<file path="src/hw/rtl/ntc_pkg.sv">
package ntc_pkg;

   // Field and register widths fixed by the interface
   localparam int CODE_W    = 12;
   localparam int BETA_W    = 14;
   localparam int T0_W      = 16;
   localparam int SCALE_W   = 13;
   localparam int RATIO_W   = 16;
   localparam int TEMP_W    = 16;
   localparam int CSR_IDX_W = 3;
   localparam int CSR_DAT_W = 16;

   localparam int ADC_BITS_DEF  = 12;
   localparam int FRAC_BITS_DEF = 16;

   // round(ln2 * 2^30)
   localparam logic [29:0] LN2_Q30 = 30'd744261118;

   localparam int ZERO_C_CK = 27315;
   localparam int TEMP_MAX  = 32767;
   localparam int TCK_MAX   = TEMP_MAX + ZERO_C_CK;

   typedef enum logic [1:0] {
      FAULT_NONE = 2'd0,
      FAULT_LOW  = 2'd1,
      FAULT_HIGH = 2'd2
   } fault_kind_type;

   localparam logic [CSR_IDX_W-1:0] CSR_BETA  = 3'd0;
   localparam logic [CSR_IDX_W-1:0] CSR_T0    = 3'd1;
   localparam logic [CSR_IDX_W-1:0] CSR_SCALE = 3'd2;
   localparam logic [CSR_IDX_W-1:0] CSR_LOW   = 3'd3;
   localparam logic [CSR_IDX_W-1:0] CSR_HIGH  = 3'd4;

   localparam logic [BETA_W-1:0]  BETA_RST  = 14'd3470;
   localparam logic [T0_W-1:0]    T0_RST    = 16'd29815;
   localparam logic [SCALE_W-1:0] SCALE_RST = 13'd256;
   localparam logic [CODE_W-1:0]  LOW_RST   = 12'd12;
   localparam logic [CODE_W-1:0]  HIGH_RST  = 12'd4083;

endpackage

</file>
<file path="src/hw/rtl/ntc_adc_to_celsius.sv">
// NTC divider ADC code to temperature in hundredths of a degree Celsius.
// The pipeline holds the two 16-step dividers, one squaring stage per log fraction bit
// and the nibble-wide divide by 100.
// Throughput: one item per cycle; the whole pipeline holds while a result waits.
// Reset (synchronous, active high) empties the pipeline and loads the register defaults.
module ntc_adc_to_celsius #(
   parameter int ADC_BITS  = ntc_pkg::ADC_BITS_DEF,
   parameter int FRAC_BITS = ntc_pkg::FRAC_BITS_DEF
) (
   input  logic        clock,
   input  logic        reset,
   input  logic        req_tvalid,
   output logic        req_tready,
   input  logic [15:0] req_tdata,   // [11:0] raw_code, [15:12] zero
   output logic        rsp_tvalid,
   input  logic        rsp_tready,
   output logic [15:0] rsp_tdata,   // [15:0] temp_centi_c
   output logic [2:0]  rsp_tuser,   // [0] reading_ok, [2:1] fault_kind
   input  logic        csr_we,
   input  logic [ntc_pkg::CSR_IDX_W-1:0] csr_index,
   input  logic [ntc_pkg::CSR_DAT_W-1:0] csr_wdata
);

   localparam int CODE_W  = ntc_pkg::CODE_W;
   localparam int RATIO_W = ntc_pkg::RATIO_W;
   localparam int WW   = (ADC_BITS > CODE_W) ? ADC_BITS : CODE_W;
   localparam int N1W  = ntc_pkg::SCALE_W + ADC_BITS;
   localparam int D1W  = (N1W > CODE_W + RATIO_W) ? N1W : CODE_W + RATIO_W;
   localparam int MW   = FRAC_BITS + 4;
   localparam int LPW  = MW + 30;
   localparam int PW   = ntc_pkg::T0_W + MW;
   localparam int NS   = (PW + 3) / 4;
   localparam int PADW = NS * 4;
   localparam int BSW  = ntc_pkg::BETA_W + FRAC_BITS;
   localparam int DNW  = ((BSW > PADW) ? BSW : PADW) + 2;
   localparam int DUW  = DNW - 1;
   localparam int KW   = ntc_pkg::T0_W + ntc_pkg::BETA_W;
   localparam int NKW  = KW + FRAC_BITS;
   localparam int NW   = ((NKW > DUW) ? NKW : DUW) + 1;
   localparam int RW2  = (NW > DUW + 16) ? NW : DUW + 16;
   localparam logic [WW-1:0] FULL = WW'((64'd1 << ADC_BITS) - 64'd1);

   typedef ntc_pkg::fault_kind_type kind_type;

   // ---------------------------------------------------------------- registers
   logic [ntc_pkg::BETA_W-1:0]  beta_ff;
   logic [ntc_pkg::T0_W-1:0]    t0_ff;
   logic [ntc_pkg::SCALE_W-1:0] scale_ff;
   logic [CODE_W-1:0]           low_ff;
   logic [CODE_W-1:0]           high_ff;
   logic [KW-1:0]               numk_ff;   // T0 * B, registered from t0_ff and beta_ff

   always_ff @(posedge clock) begin
      if (reset) begin
         beta_ff  <= ntc_pkg::BETA_RST;
         t0_ff    <= ntc_pkg::T0_RST;
         scale_ff <= ntc_pkg::SCALE_RST;
         low_ff   <= ntc_pkg::LOW_RST;
         high_ff  <= ntc_pkg::HIGH_RST;
      end else if (csr_we) begin
         unique case (csr_index)
            ntc_pkg::CSR_BETA:  beta_ff  <= csr_wdata[ntc_pkg::BETA_W-1:0];
            ntc_pkg::CSR_T0:    t0_ff    <= csr_wdata[ntc_pkg::T0_W-1:0];
            ntc_pkg::CSR_SCALE: scale_ff <= csr_wdata[ntc_pkg::SCALE_W-1:0];
            ntc_pkg::CSR_LOW:   low_ff   <= csr_wdata[CODE_W-1:0];
            ntc_pkg::CSR_HIGH:  high_ff  <= csr_wdata[CODE_W-1:0];
            default: ;
         endcase
      end
   end

   always_ff @(posedge clock) begin
      numk_ff <= KW'(t0_ff) * KW'(beta_ff);
   end

   // Every stage advances together; hold all of them while the result waits.
   logic adv;
   logic rsp_tvalid_ff;
   assign adv        = !rsp_tvalid_ff || rsp_tready;
   assign req_tready = adv;

   // ---------------------------------------------------------------- stage A
   // Clamp the code, classify the windows, form scale * (full - code).
   logic              a_v_ff;
   kind_type          a_kind_ff;
   logic [N1W-1:0]    a_num_ff;
   logic [CODE_W-1:0] a_code_ff;
   logic [WW-1:0]     a_codew;
   logic [WW-1:0]     a_codec;
   logic [WW-1:0]     a_diff;
   kind_type          a_kind_in;

   always_comb begin
      a_codew = WW'(req_tdata[CODE_W-1:0]);
      a_codec = (a_codew > FULL) ? FULL : a_codew;
      a_diff  = FULL - a_codec;
      if (a_codec[CODE_W-1:0] <= low_ff) begin
         a_kind_in = ntc_pkg::FAULT_LOW;
      end else if (a_codec[CODE_W-1:0] >= high_ff) begin
         a_kind_in = ntc_pkg::FAULT_HIGH;
      end else begin
         a_kind_in = ntc_pkg::FAULT_NONE;
      end
   end

   always_ff @(posedge clock) begin
      if (reset) begin
         a_v_ff <= 1'b0;
      end else if (adv) begin
         a_v_ff <= req_tvalid;
      end
   end

   always_ff @(posedge clock) begin
      if (adv) begin
         a_kind_ff <= a_kind_in;
         a_num_ff  <= N1W'(scale_ff) * N1W'(a_diff[ADC_BITS-1:0]);
         a_code_ff <= a_codec[CODE_W-1:0];
      end
   end

   // ---------------------------------------------------------------- ratio divider
   // Index 0 is stage B: flag a quotient that will not fit 16 bits.
   logic               d1_v_ff    [0:RATIO_W];
   kind_type           d1_kind_ff [0:RATIO_W];
   logic               d1_sat_ff  [0:RATIO_W];
   logic [D1W-1:0]     d1_rem_ff  [0:RATIO_W];
   logic [CODE_W-1:0]  d1_code_ff [0:RATIO_W];
   logic [RATIO_W-1:0] d1_q_ff    [0:RATIO_W];

   always_ff @(posedge clock) begin
      if (reset) begin
         d1_v_ff[0] <= 1'b0;
      end else if (adv) begin
         d1_v_ff[0] <= a_v_ff;
      end
   end

   always_ff @(posedge clock) begin
      if (adv) begin
         d1_kind_ff[0] <= a_kind_ff;
         d1_sat_ff[0]  <= D1W'(a_num_ff) >= (D1W'(a_code_ff) << RATIO_W);
         d1_rem_ff[0]  <= D1W'(a_num_ff);
         d1_code_ff[0] <= a_code_ff;
         d1_q_ff[0]    <= '0;
      end
   end

   for (genvar k = 0; k < RATIO_W; k++) begin : g_div1
      logic [D1W-1:0] trial;
      logic           take;

      always_comb begin
         trial = D1W'(d1_code_ff[k]) << (RATIO_W - 1 - k);
         take  = d1_rem_ff[k] >= trial;
      end

      always_ff @(posedge clock) begin
         if (reset) begin
            d1_v_ff[k+1] <= 1'b0;
         end else if (adv) begin
            d1_v_ff[k+1] <= d1_v_ff[k];
         end
      end

      always_ff @(posedge clock) begin
         if (adv) begin
            d1_kind_ff[k+1] <= d1_kind_ff[k];
            d1_sat_ff[k+1]  <= d1_sat_ff[k];
            d1_rem_ff[k+1]  <= take ? d1_rem_ff[k] - trial : d1_rem_ff[k];
            d1_code_ff[k+1] <= d1_code_ff[k];
            d1_q_ff[k+1]    <= {d1_q_ff[k][RATIO_W-2:0], take};
         end
      end
   end

   // ---------------------------------------------------------------- log2 setup
   // Saturate the ratio, find its leading one and normalize to Q1.30; a zero ratio faults high.
   logic [RATIO_W-1:0] lr_ratio;
   logic [3:0]         lr_p;
   kind_type           lr_kind;

   always_comb begin
      lr_ratio = d1_sat_ff[RATIO_W] ? '1 : d1_q_ff[RATIO_W];
      lr_p     = 4'd0;
      for (int b = 0; b < RATIO_W; b++) begin
         if (lr_ratio[b]) begin
            lr_p = 4'(b);
         end
      end
      lr_kind = d1_kind_ff[RATIO_W];
      if (lr_kind == ntc_pkg::FAULT_NONE && lr_ratio == '0) begin
         lr_kind = ntc_pkg::FAULT_HIGH;
      end
   end

   // ---------------------------------------------------------------- squaring chain
   // One fraction bit per stage: square, and renormalize when it reaches 2.
   logic                 sq_v_ff    [0:FRAC_BITS];
   kind_type             sq_kind_ff [0:FRAC_BITS];
   logic [3:0]           sq_p_ff    [0:FRAC_BITS];
   logic [30:0]          sq_m_ff    [0:FRAC_BITS];
   logic [FRAC_BITS-1:0] sq_frac_ff [0:FRAC_BITS];

   always_ff @(posedge clock) begin
      if (reset) begin
         sq_v_ff[0] <= 1'b0;
      end else if (adv) begin
         sq_v_ff[0] <= d1_v_ff[RATIO_W];
      end
   end

   always_ff @(posedge clock) begin
      if (adv) begin
         sq_kind_ff[0] <= lr_kind;
         sq_p_ff[0]    <= lr_p;
         sq_m_ff[0]    <= 31'(lr_ratio) << (5'd30 - {1'b0, lr_p});
         sq_frac_ff[0] <= '0;
      end
   end

   for (genvar j = 0; j < FRAC_BITS; j++) begin : g_sq
      logic [61:0] prod;
      logic [31:0] m2;

      always_comb begin
         prod = 62'(sq_m_ff[j]) * 62'(sq_m_ff[j]);
         m2   = prod[61:30];
      end

      always_ff @(posedge clock) begin
         if (reset) begin
            sq_v_ff[j+1] <= 1'b0;
         end else if (adv) begin
            sq_v_ff[j+1] <= sq_v_ff[j];
         end
      end

      always_ff @(posedge clock) begin
         if (adv) begin
            sq_kind_ff[j+1] <= sq_kind_ff[j];
            sq_p_ff[j+1]    <= sq_p_ff[j];
            sq_m_ff[j+1]    <= m2[31] ? m2[31:1] : m2[30:0];
            sq_frac_ff[j+1] <= {sq_frac_ff[j][FRAC_BITS-2:0], m2[31]};
         end
      end
   end

   // ---------------------------------------------------------------- magnitude of log2
   logic          mg_v_ff;
   kind_type      mg_kind_ff;
   logic          mg_neg_ff;
   logic [MW-1:0] mg_mag_ff;
   logic          mg_neg_in;
   logic [MW-1:0] mg_mag_in;

   always_comb begin
      mg_neg_in = sq_p_ff[FRAC_BITS] < 4'd8;
      if (mg_neg_in) begin
         mg_mag_in = (MW'(4'd8 - sq_p_ff[FRAC_BITS]) << FRAC_BITS)
                     - MW'(sq_frac_ff[FRAC_BITS]);
      end else begin
         mg_mag_in = (MW'(sq_p_ff[FRAC_BITS] - 4'd8) << FRAC_BITS)
                     + MW'(sq_frac_ff[FRAC_BITS]);
      end
   end

   // ---------------------------------------------------------------- ln, then T0 * |ln|
   logic          ln_v_ff;
   kind_type      ln_kind_ff;
   logic          ln_neg_ff;
   logic [MW-1:0] ln_mag_ff;
   logic [LPW-1:0] ln_prod;

   logic          tp_v_ff;
   kind_type      tp_kind_ff;
   logic          tp_neg_ff;
   logic [PW-1:0] tp_prod_ff;

   assign ln_prod = LPW'(mg_mag_ff) * LPW'(ntc_pkg::LN2_Q30) + (LPW'(1) << 29);

   always_ff @(posedge clock) begin
      if (reset) begin
         mg_v_ff <= 1'b0;
         ln_v_ff <= 1'b0;
         tp_v_ff <= 1'b0;
      end else if (adv) begin
         mg_v_ff <= sq_v_ff[FRAC_BITS];
         ln_v_ff <= mg_v_ff;
         tp_v_ff <= ln_v_ff;
      end
   end

   always_ff @(posedge clock) begin
      if (adv) begin
         mg_kind_ff <= sq_kind_ff[FRAC_BITS];
         mg_neg_ff  <= mg_neg_in;
         mg_mag_ff  <= mg_mag_in;
         ln_kind_ff <= mg_kind_ff;
         ln_neg_ff  <= mg_neg_ff;
         ln_mag_ff  <= ln_prod[LPW-1:30];
         tp_kind_ff <= ln_kind_ff;
         tp_neg_ff  <= ln_neg_ff;
         tp_prod_ff <= PW'(t0_ff) * PW'(ln_mag_ff);
      end
   end

   // ---------------------------------------------------------------- divide by 100
   // Long division, four dividend bits per stage; quotient bits replace them.
   logic            h_v_ff    [0:NS];
   kind_type        h_kind_ff [0:NS];
   logic            h_neg_ff  [0:NS];
   logic [PADW-1:0] h_dq_ff   [0:NS];
   logic [6:0]      h_r_ff    [0:NS];

   always_ff @(posedge clock) begin
      if (reset) begin
         h_v_ff[0] <= 1'b0;
      end else if (adv) begin
         h_v_ff[0] <= tp_v_ff;
      end
   end

   always_ff @(posedge clock) begin
      if (adv) begin
         h_kind_ff[0] <= tp_kind_ff;
         h_neg_ff[0]  <= tp_neg_ff;
         h_dq_ff[0]   <= PADW'(tp_prod_ff);
         h_r_ff[0]    <= '0;
      end
   end

   for (genvar s = 0; s < NS; s++) begin : g_div100
      logic [3:0] nib;
      logic [3:0] qb;
      logic [7:0] r8;
      logic [6:0] r;

      always_comb begin
         nib = h_dq_ff[s][PADW-1 -: 4];
         qb  = '0;
         r   = h_r_ff[s];
         r8  = '0;
         for (int t = 3; t >= 0; t--) begin
            r8 = {r, nib[2'(t)]};
            if (r8 >= 8'd100) begin
               r8 = r8 - 8'd100;
               qb[2'(t)] = 1'b1;
            end
            r = r8[6:0];
         end
      end

      always_ff @(posedge clock) begin
         if (reset) begin
            h_v_ff[s+1] <= 1'b0;
         end else if (adv) begin
            h_v_ff[s+1] <= h_v_ff[s];
         end
      end

      always_ff @(posedge clock) begin
         if (adv) begin
            h_kind_ff[s+1] <= h_kind_ff[s];
            h_neg_ff[s+1]  <= h_neg_ff[s];
            h_dq_ff[s+1]   <= {h_dq_ff[s][PADW-5:0], qb};
            h_r_ff[s+1]    <= r;
         end
      end
   end

   // ---------------------------------------------------------------- denominator
   logic                  dn_v_ff;
   kind_type              dn_kind_ff;
   logic signed [DNW-1:0] dn_denom_ff;
   logic signed [DNW-1:0] dn_bs;
   logic signed [DNW-1:0] dn_q;

   always_comb begin
      dn_bs = signed'(DNW'(beta_ff) << FRAC_BITS);
      dn_q  = signed'(DNW'(h_dq_ff[NS]));
   end

   // Stage E2: numerator with half the divisor for rounding
   logic           e2_v_ff;
   kind_type       e2_kind_ff;
   logic           e2_sat_ff;
   logic [DUW-1:0] e2_d_ff;
   logic [NW-1:0]  e2_n_ff;
   logic [DUW-1:0] e2_d_in;

   assign e2_d_in = dn_denom_ff[DUW-1:0];

   always_ff @(posedge clock) begin
      if (reset) begin
         dn_v_ff <= 1'b0;
         e2_v_ff <= 1'b0;
      end else if (adv) begin
         dn_v_ff <= h_v_ff[NS];
         e2_v_ff <= dn_v_ff;
      end
   end

   always_ff @(posedge clock) begin
      if (adv) begin
         dn_kind_ff  <= h_kind_ff[NS];
         dn_denom_ff <= h_neg_ff[NS] ? dn_bs - dn_q : dn_bs + dn_q;
         e2_kind_ff  <= dn_kind_ff;
         e2_sat_ff   <= dn_denom_ff[DNW-1] || (dn_denom_ff == '0);
         e2_d_ff     <= e2_d_in;
         e2_n_ff     <= (NW'(numk_ff) << FRAC_BITS) + NW'(e2_d_in >> 1);
      end
   end

   // ---------------------------------------------------------------- kelvin divider
   // Index 0 is stage E3: a quotient of 2^16 or more saturates.
   logic           d2_v_ff    [0:16];
   kind_type       d2_kind_ff [0:16];
   logic           d2_sat_ff  [0:16];
   logic [RW2-1:0] d2_rem_ff  [0:16];
   logic [DUW-1:0] d2_d_ff    [0:16];
   logic [15:0]    d2_q_ff    [0:16];

   always_ff @(posedge clock) begin
      if (reset) begin
         d2_v_ff[0] <= 1'b0;
      end else if (adv) begin
         d2_v_ff[0] <= e2_v_ff;
      end
   end

   always_ff @(posedge clock) begin
      if (adv) begin
         d2_kind_ff[0] <= e2_kind_ff;
         d2_sat_ff[0]  <= e2_sat_ff || (RW2'(e2_n_ff) >= (RW2'(e2_d_ff) << 16));
         d2_rem_ff[0]  <= RW2'(e2_n_ff);
         d2_d_ff[0]    <= e2_d_ff;
         d2_q_ff[0]    <= '0;
      end
   end

   for (genvar k = 0; k < 16; k++) begin : g_div2
      logic [RW2-1:0] trial;
      logic           take;

      always_comb begin
         trial = RW2'(d2_d_ff[k]) << (15 - k);
         take  = d2_rem_ff[k] >= trial;
      end

      always_ff @(posedge clock) begin
         if (reset) begin
            d2_v_ff[k+1] <= 1'b0;
         end else if (adv) begin
            d2_v_ff[k+1] <= d2_v_ff[k];
         end
      end

      always_ff @(posedge clock) begin
         if (adv) begin
            d2_kind_ff[k+1] <= d2_kind_ff[k];
            d2_sat_ff[k+1]  <= d2_sat_ff[k];
            d2_rem_ff[k+1]  <= take ? d2_rem_ff[k] - trial : d2_rem_ff[k];
            d2_d_ff[k+1]    <= d2_d_ff[k];
            d2_q_ff[k+1]    <= {d2_q_ff[k][14:0], take};
         end
      end
   end

   // ---------------------------------------------------------------- output register
   logic [15:0] out_temp;
   logic [16:0] out_diff;
   kind_type    out_kind;
   logic [15:0] rsp_temp_ff;
   kind_type    rsp_kind_ff;

   always_comb begin
      out_kind = d2_kind_ff[16];
      out_diff = 17'(d2_q_ff[16]) - 17'(ntc_pkg::ZERO_C_CK);
      if (out_kind != ntc_pkg::FAULT_NONE) begin
         out_temp = '0;
      end else if (d2_sat_ff[16] || (17'(d2_q_ff[16]) > 17'(ntc_pkg::TCK_MAX))) begin
         out_temp = 16'(ntc_pkg::TEMP_MAX);
      end else begin
         out_temp = out_diff[15:0];
      end
   end

   always_ff @(posedge clock) begin
      if (reset) begin
         rsp_tvalid_ff <= 1'b0;
      end else if (adv) begin
         rsp_tvalid_ff <= d2_v_ff[16];
      end
   end

   always_ff @(posedge clock) begin
      if (adv) begin
         rsp_temp_ff <= out_temp;
         rsp_kind_ff <= out_kind;
      end
   end

   assign rsp_tvalid = rsp_tvalid_ff;
   assign rsp_tdata  = rsp_temp_ff;
   assign rsp_tuser  = {rsp_kind_ff, rsp_kind_ff == ntc_pkg::FAULT_NONE};

endmodule

</file>
<file path="config.mk">
export PLATFORM = sky130hd
export DESIGN_NAME = ntc_adc_to_celsius
export DESIGN_NICKNAME = d
export VERILOG_FILES = /design/src/hw/rtl/ntc_pkg.sv /design/src/hw/rtl/ntc_adc_to_celsius.sv
export SDC_FILE = /design/constraint.sdc
export NUM_CORES = 2
export LEC_CHECK = 0
export BUFFER_PORTS_ARGS = -buffer_cell sky130_fd_sc_hd__buf_4
export CORE_UTILIZATION = 45
export DETAILED_ROUTE_END_ITERATION = 10
export SYNTH_ARGS = -nofsm -noshare
export SYNTH_HDL_FRONTEND = slang
export SYNTH_MEMORY_MAX_BITS = 65536
export SYNTH_SLANG_ARGS = --single-unit
</file>
<file path="constraint.sdc">
create_clock -name clock -period 66.4 [get_ports clock]
set_input_delay 13.28 -clock clock [delete_from_list [all_inputs] [get_ports clock]]
set_output_delay 13.28 -clock clock [all_outputs]
set_load 0.03 [all_outputs]
</file>
==> reports/results.txt <==
The run finished with clean final reports. Dividing the detail-routed wire length by the instance count gives 16.1 um. The synthesized netlist contains 91 unique library cells.

Once layout is complete, the cells apart from fillers number 12,715. For the worst-skew pair, the clock arrives at the later sink with an insertion delay of 0.86 ns. After detailed routing, the number of vias per cell comes to 5.17. The capturing element type of the critical path was an output pin.

TritonCTS built the clock tree. Of all nets on the critical path, the largest fanout is 37. The tools report the final count of hold timing violations as 0. The number of antenna violations at the first check in global routing was 2. The number of hold buffers added after CTS came out at 0.

Port buffering added 56 buffers. The total power divided by cell area is 41.1 nW/um^2, and the post-cts sizing count is 0. The part of the Yosys area used for sequential elements was 0.574; the synthesized area was 111,000 um^2. The floorplan step set the die height to 500 um. STA puts the critical path data arrival time at 14.72 ns. Once placement finished, the instance area stood at 116,000 um^2. The logs give 204 mm for the total wirelength of the detailed-routed design and 224 for the number of clock buffers inserted by TritonCTS. The top cell type's share of synthesized area is 0.556, and the count of TritonRoute iterations in the first routing pass is 7. The cell row count was 182; the post-route clock period utilization was 0.422.

The number of global-route vias before repair is 67,826. Across the VDD grid, the largest voltage drop is 0.0386 mV. After routing, the total negative slack on setup checks comes to 0 ns. The clock net sink count was 2,167. The worst slew margin relative to its limit was 0.244; the post-synthesis sequential element count was 2,167. The run gives 0 as the number of max-cap violations.

For the final database, setup skew stands at 0.0401 ns. For the depth of the CTS H-tree, the log shows 4. Class of the tightest hold or removal check: register to register. Yosys attributes the largest share of cell area to sky130_fd_sc_hd__edfxtp_1, sky130_fd_sc_hd__ha_1, sky130_fd_sc_hd__fa_1. The synthesized design spends more area on one cell type than any other, namely sky130_fd_sc_hd__edfxtp_1. Detailed routing inserted a total of 65,729 vias. The logs give 0 for the count of buffers added by post-CTS timing repair for setup and 0 for the number of warnings reported in the yosys synthesis log.

The logs give 0.401 ns for the worst hold slack and 53.12 ns for the critical path data required time. The first global-routing pass estimated 337 mm of wire. The floorplan step defined a die boundary enclosing 250,000 um^2. Setup repair after global routing left no endpoint under its margin. In the post-synthesis netlist, the cell with the most instances is sky130_fd_sc_hd__edfxtp_1. The net count of the finished layout is 10,190. The horizontal die dimension is 500 um. Post-route cell area: 123,000 um^2. The startpoint type of the worst setup path is an input port. The first-iteration detailed-routing DRC count is 3,626. The tools report the CTS root buffer as sky130_fd_sc_hd__clkbuf_16. The transition time at the pin with the least slew margin is 1.12 ns. Once detail routing completed, the nets flagged for antenna violations numbered 0. Synthesis produced 9,073 cells. The leakage power was 50.3 nW; the mean cell area of the mapped netlist was 12.3 um^2. The maximum number of pins on one net before global-route repair came out at 176.

Most used flip-flop cell after synthesis: sky130_fd_sc_hd__edfxtp_1. Setup violations remaining at the end of the flow were counted as 0. The signed area change from the synthesized netlist to the final layout came out at 10.5%.

In the synthesized netlist, the cells that appear most often are sky130_fd_sc_hd__edfxtp_1, sky130_fd_sc_hd__inv_1, sky130_fd_sc_hd__nand2_1. The synthesized design contains 2,063 enable-type register cells. The wire-length estimate of the detail-placed layout is 148 mm. The worst path in the final design needs a cycle of 28.00 ns, including I/O delays and setup. After detailed placement, the design holds a cell count of 12,298. In this run the standard cell core region covers 246,000 um^2.

The total routing usage reported by global routing is 0.164. Timing would allow up to 0.0357 GHz. The proportion of layout cells with a drive suffix above 1 is 0.0606. When the netlist entered floorplanning its net count stood at 10,051. The critical path in this run is classified as input port to output pin.

The tools report the starting utilization of the core area as 0.453. The overall overflow remaining after global route came out at 0. The congestion estimate from routability-driven global placement came to 0.907. The async set or reset register ratio after synthesis works out to 0. For this run, design rule violations remaining after detail routing come to 0. For this design the top-level I/O count stands at 61. The run gives 0 as the number of pins exceeding their max-slew limit in the final report.

Clock-pin slew was measured on the worst setup and hold paths at 0.06 ns. In this run the deepest clock path goes through 3 buffers.
worst max-delay path, cell delays in order:
cell and delay, ns:
sky130_fd_sc_hd__buf_4 0.11, sky130_fd_sc_hd__nor2b_1 0.72, sky130_fd_sc_hd__inv_8 0.28, sky130_fd_sc_hd__buf_4 0.29
where the power goes:
part	internal, W	switching [W]
clock	0.000738	0.000513
combinational	0.000723	0.000889
sequential	0.00197	0.000229
through the flow:
stage	util	setup slack (ns)	total power, W
detailed placement	0.470	38.37	0.00383
finish	0.500	38.40	0.00506
global route	0.500	38.21	0.00541
CTS	0.500	38.37	0.00511
floorplan	-	1.07	0.00342
global placement	0.470	38.39	0.00377
layout by cell type, fill, tap and decap left out, types with 185 or more instances in the layout:
cell                           n
sky130_fd_sc_hd__clkbuf_16   226
sky130_fd_sc_hd__o21ai_0     361
sky130_fd_sc_hd__inv_1       950
sky130_fd_sc_hd__nand2b_1    211
sky130_fd_sc_hd__a21oi_1     484
sky130_fd_sc_hd__and2_1      185
sky130_fd_sc_hd__edfxtp_1   2063
sky130_fd_sc_hd__nand2_1     717
sky130_fd_sc_hd__ha_1        632
sky130_fd_sc_hd__xnor2_1     351
sky130_fd_sc_hd__nor2_1      502
sky130_fd_sc_hd__xor2_1      287
sky130_fd_sc_hd__fa_1        306
cell type report:
class,count,area [um^2]
Timing Repair Buffer,105,813
Inverter,955,3590
Tap cell,3312,4140
Multi-Input combinational cell,5759,43200
Clock buffer,262,5790
Antenna cell,2,5.00
Sequential cell,2167,64000
Clock inverter,153,1610
Fill cell,21200,123000
final timing paths:
kind	end	startpoint	cells past startpoint	slack, ns
max	req_tready	rsp_tready	4	38.40
min	d2_q_ff[0][131]$_DFFE_PN_	d2_q_ff[0][114]$_DFFE_PN_	0	0.40
max reg2reg	numk_ff[29]$_DFF_P_	beta_ff[7]$_SDFFE_PP1P_	19	59.57
min reg2reg	d2_q_ff[0][131]$_DFFE_PN_	d2_q_ff[0][114]$_DFFE_PN_	0	0.40
registers in the layout (all words and copies together), names as in the netlist, 17 cells and up:
name / flops
sq_v_ff: 17
d1_kind_ff: 34
d1_q_ff: 136
d1_sat_ff: 17
d1_v_ff: 17
d2_sat_ff: 17
d2_kind_ff: 34
sq_kind_ff: 34
d2_d_ff: 224
d2_q_ff: 136
numk_ff: 30
d2_v_ff: 17
h_kind_ff: 20
d1_rem_ff: 445
e2_n_ff: 32
a_num_ff: 25
d1_code_ff: 192
d2_rem_ff: 586
metal layers:
metal  global-route usage  part of all wire
met3               0.0239             0.034
met1                0.188              0.41
met4               0.0691             0.040
met5                    0                 0
met2                0.303              0.51
logic make-up (layout without fill, tap and decap cells):
| logic type | Yosys count | in the layout | share of synthesized area |
|---|---|---|---|
| fa+ha+maj | 938 | 938 | 0.126 |
| buf+inv | 1147 | 1475 | 0.0388 |
| mux | 84 | 84 | 0.00819 |
| xor+xnor | 638 | 638 | 0.0501 |
| simple gates | 2640 | 2640 | 0.122 |
| flops | 2167 | 2167 | 0.574 |
| other cells | 0 | 2 | 0 |
| compound gates | 1459 | 1459 | 0.0809 |
Power figures use the tool's default switching activity.
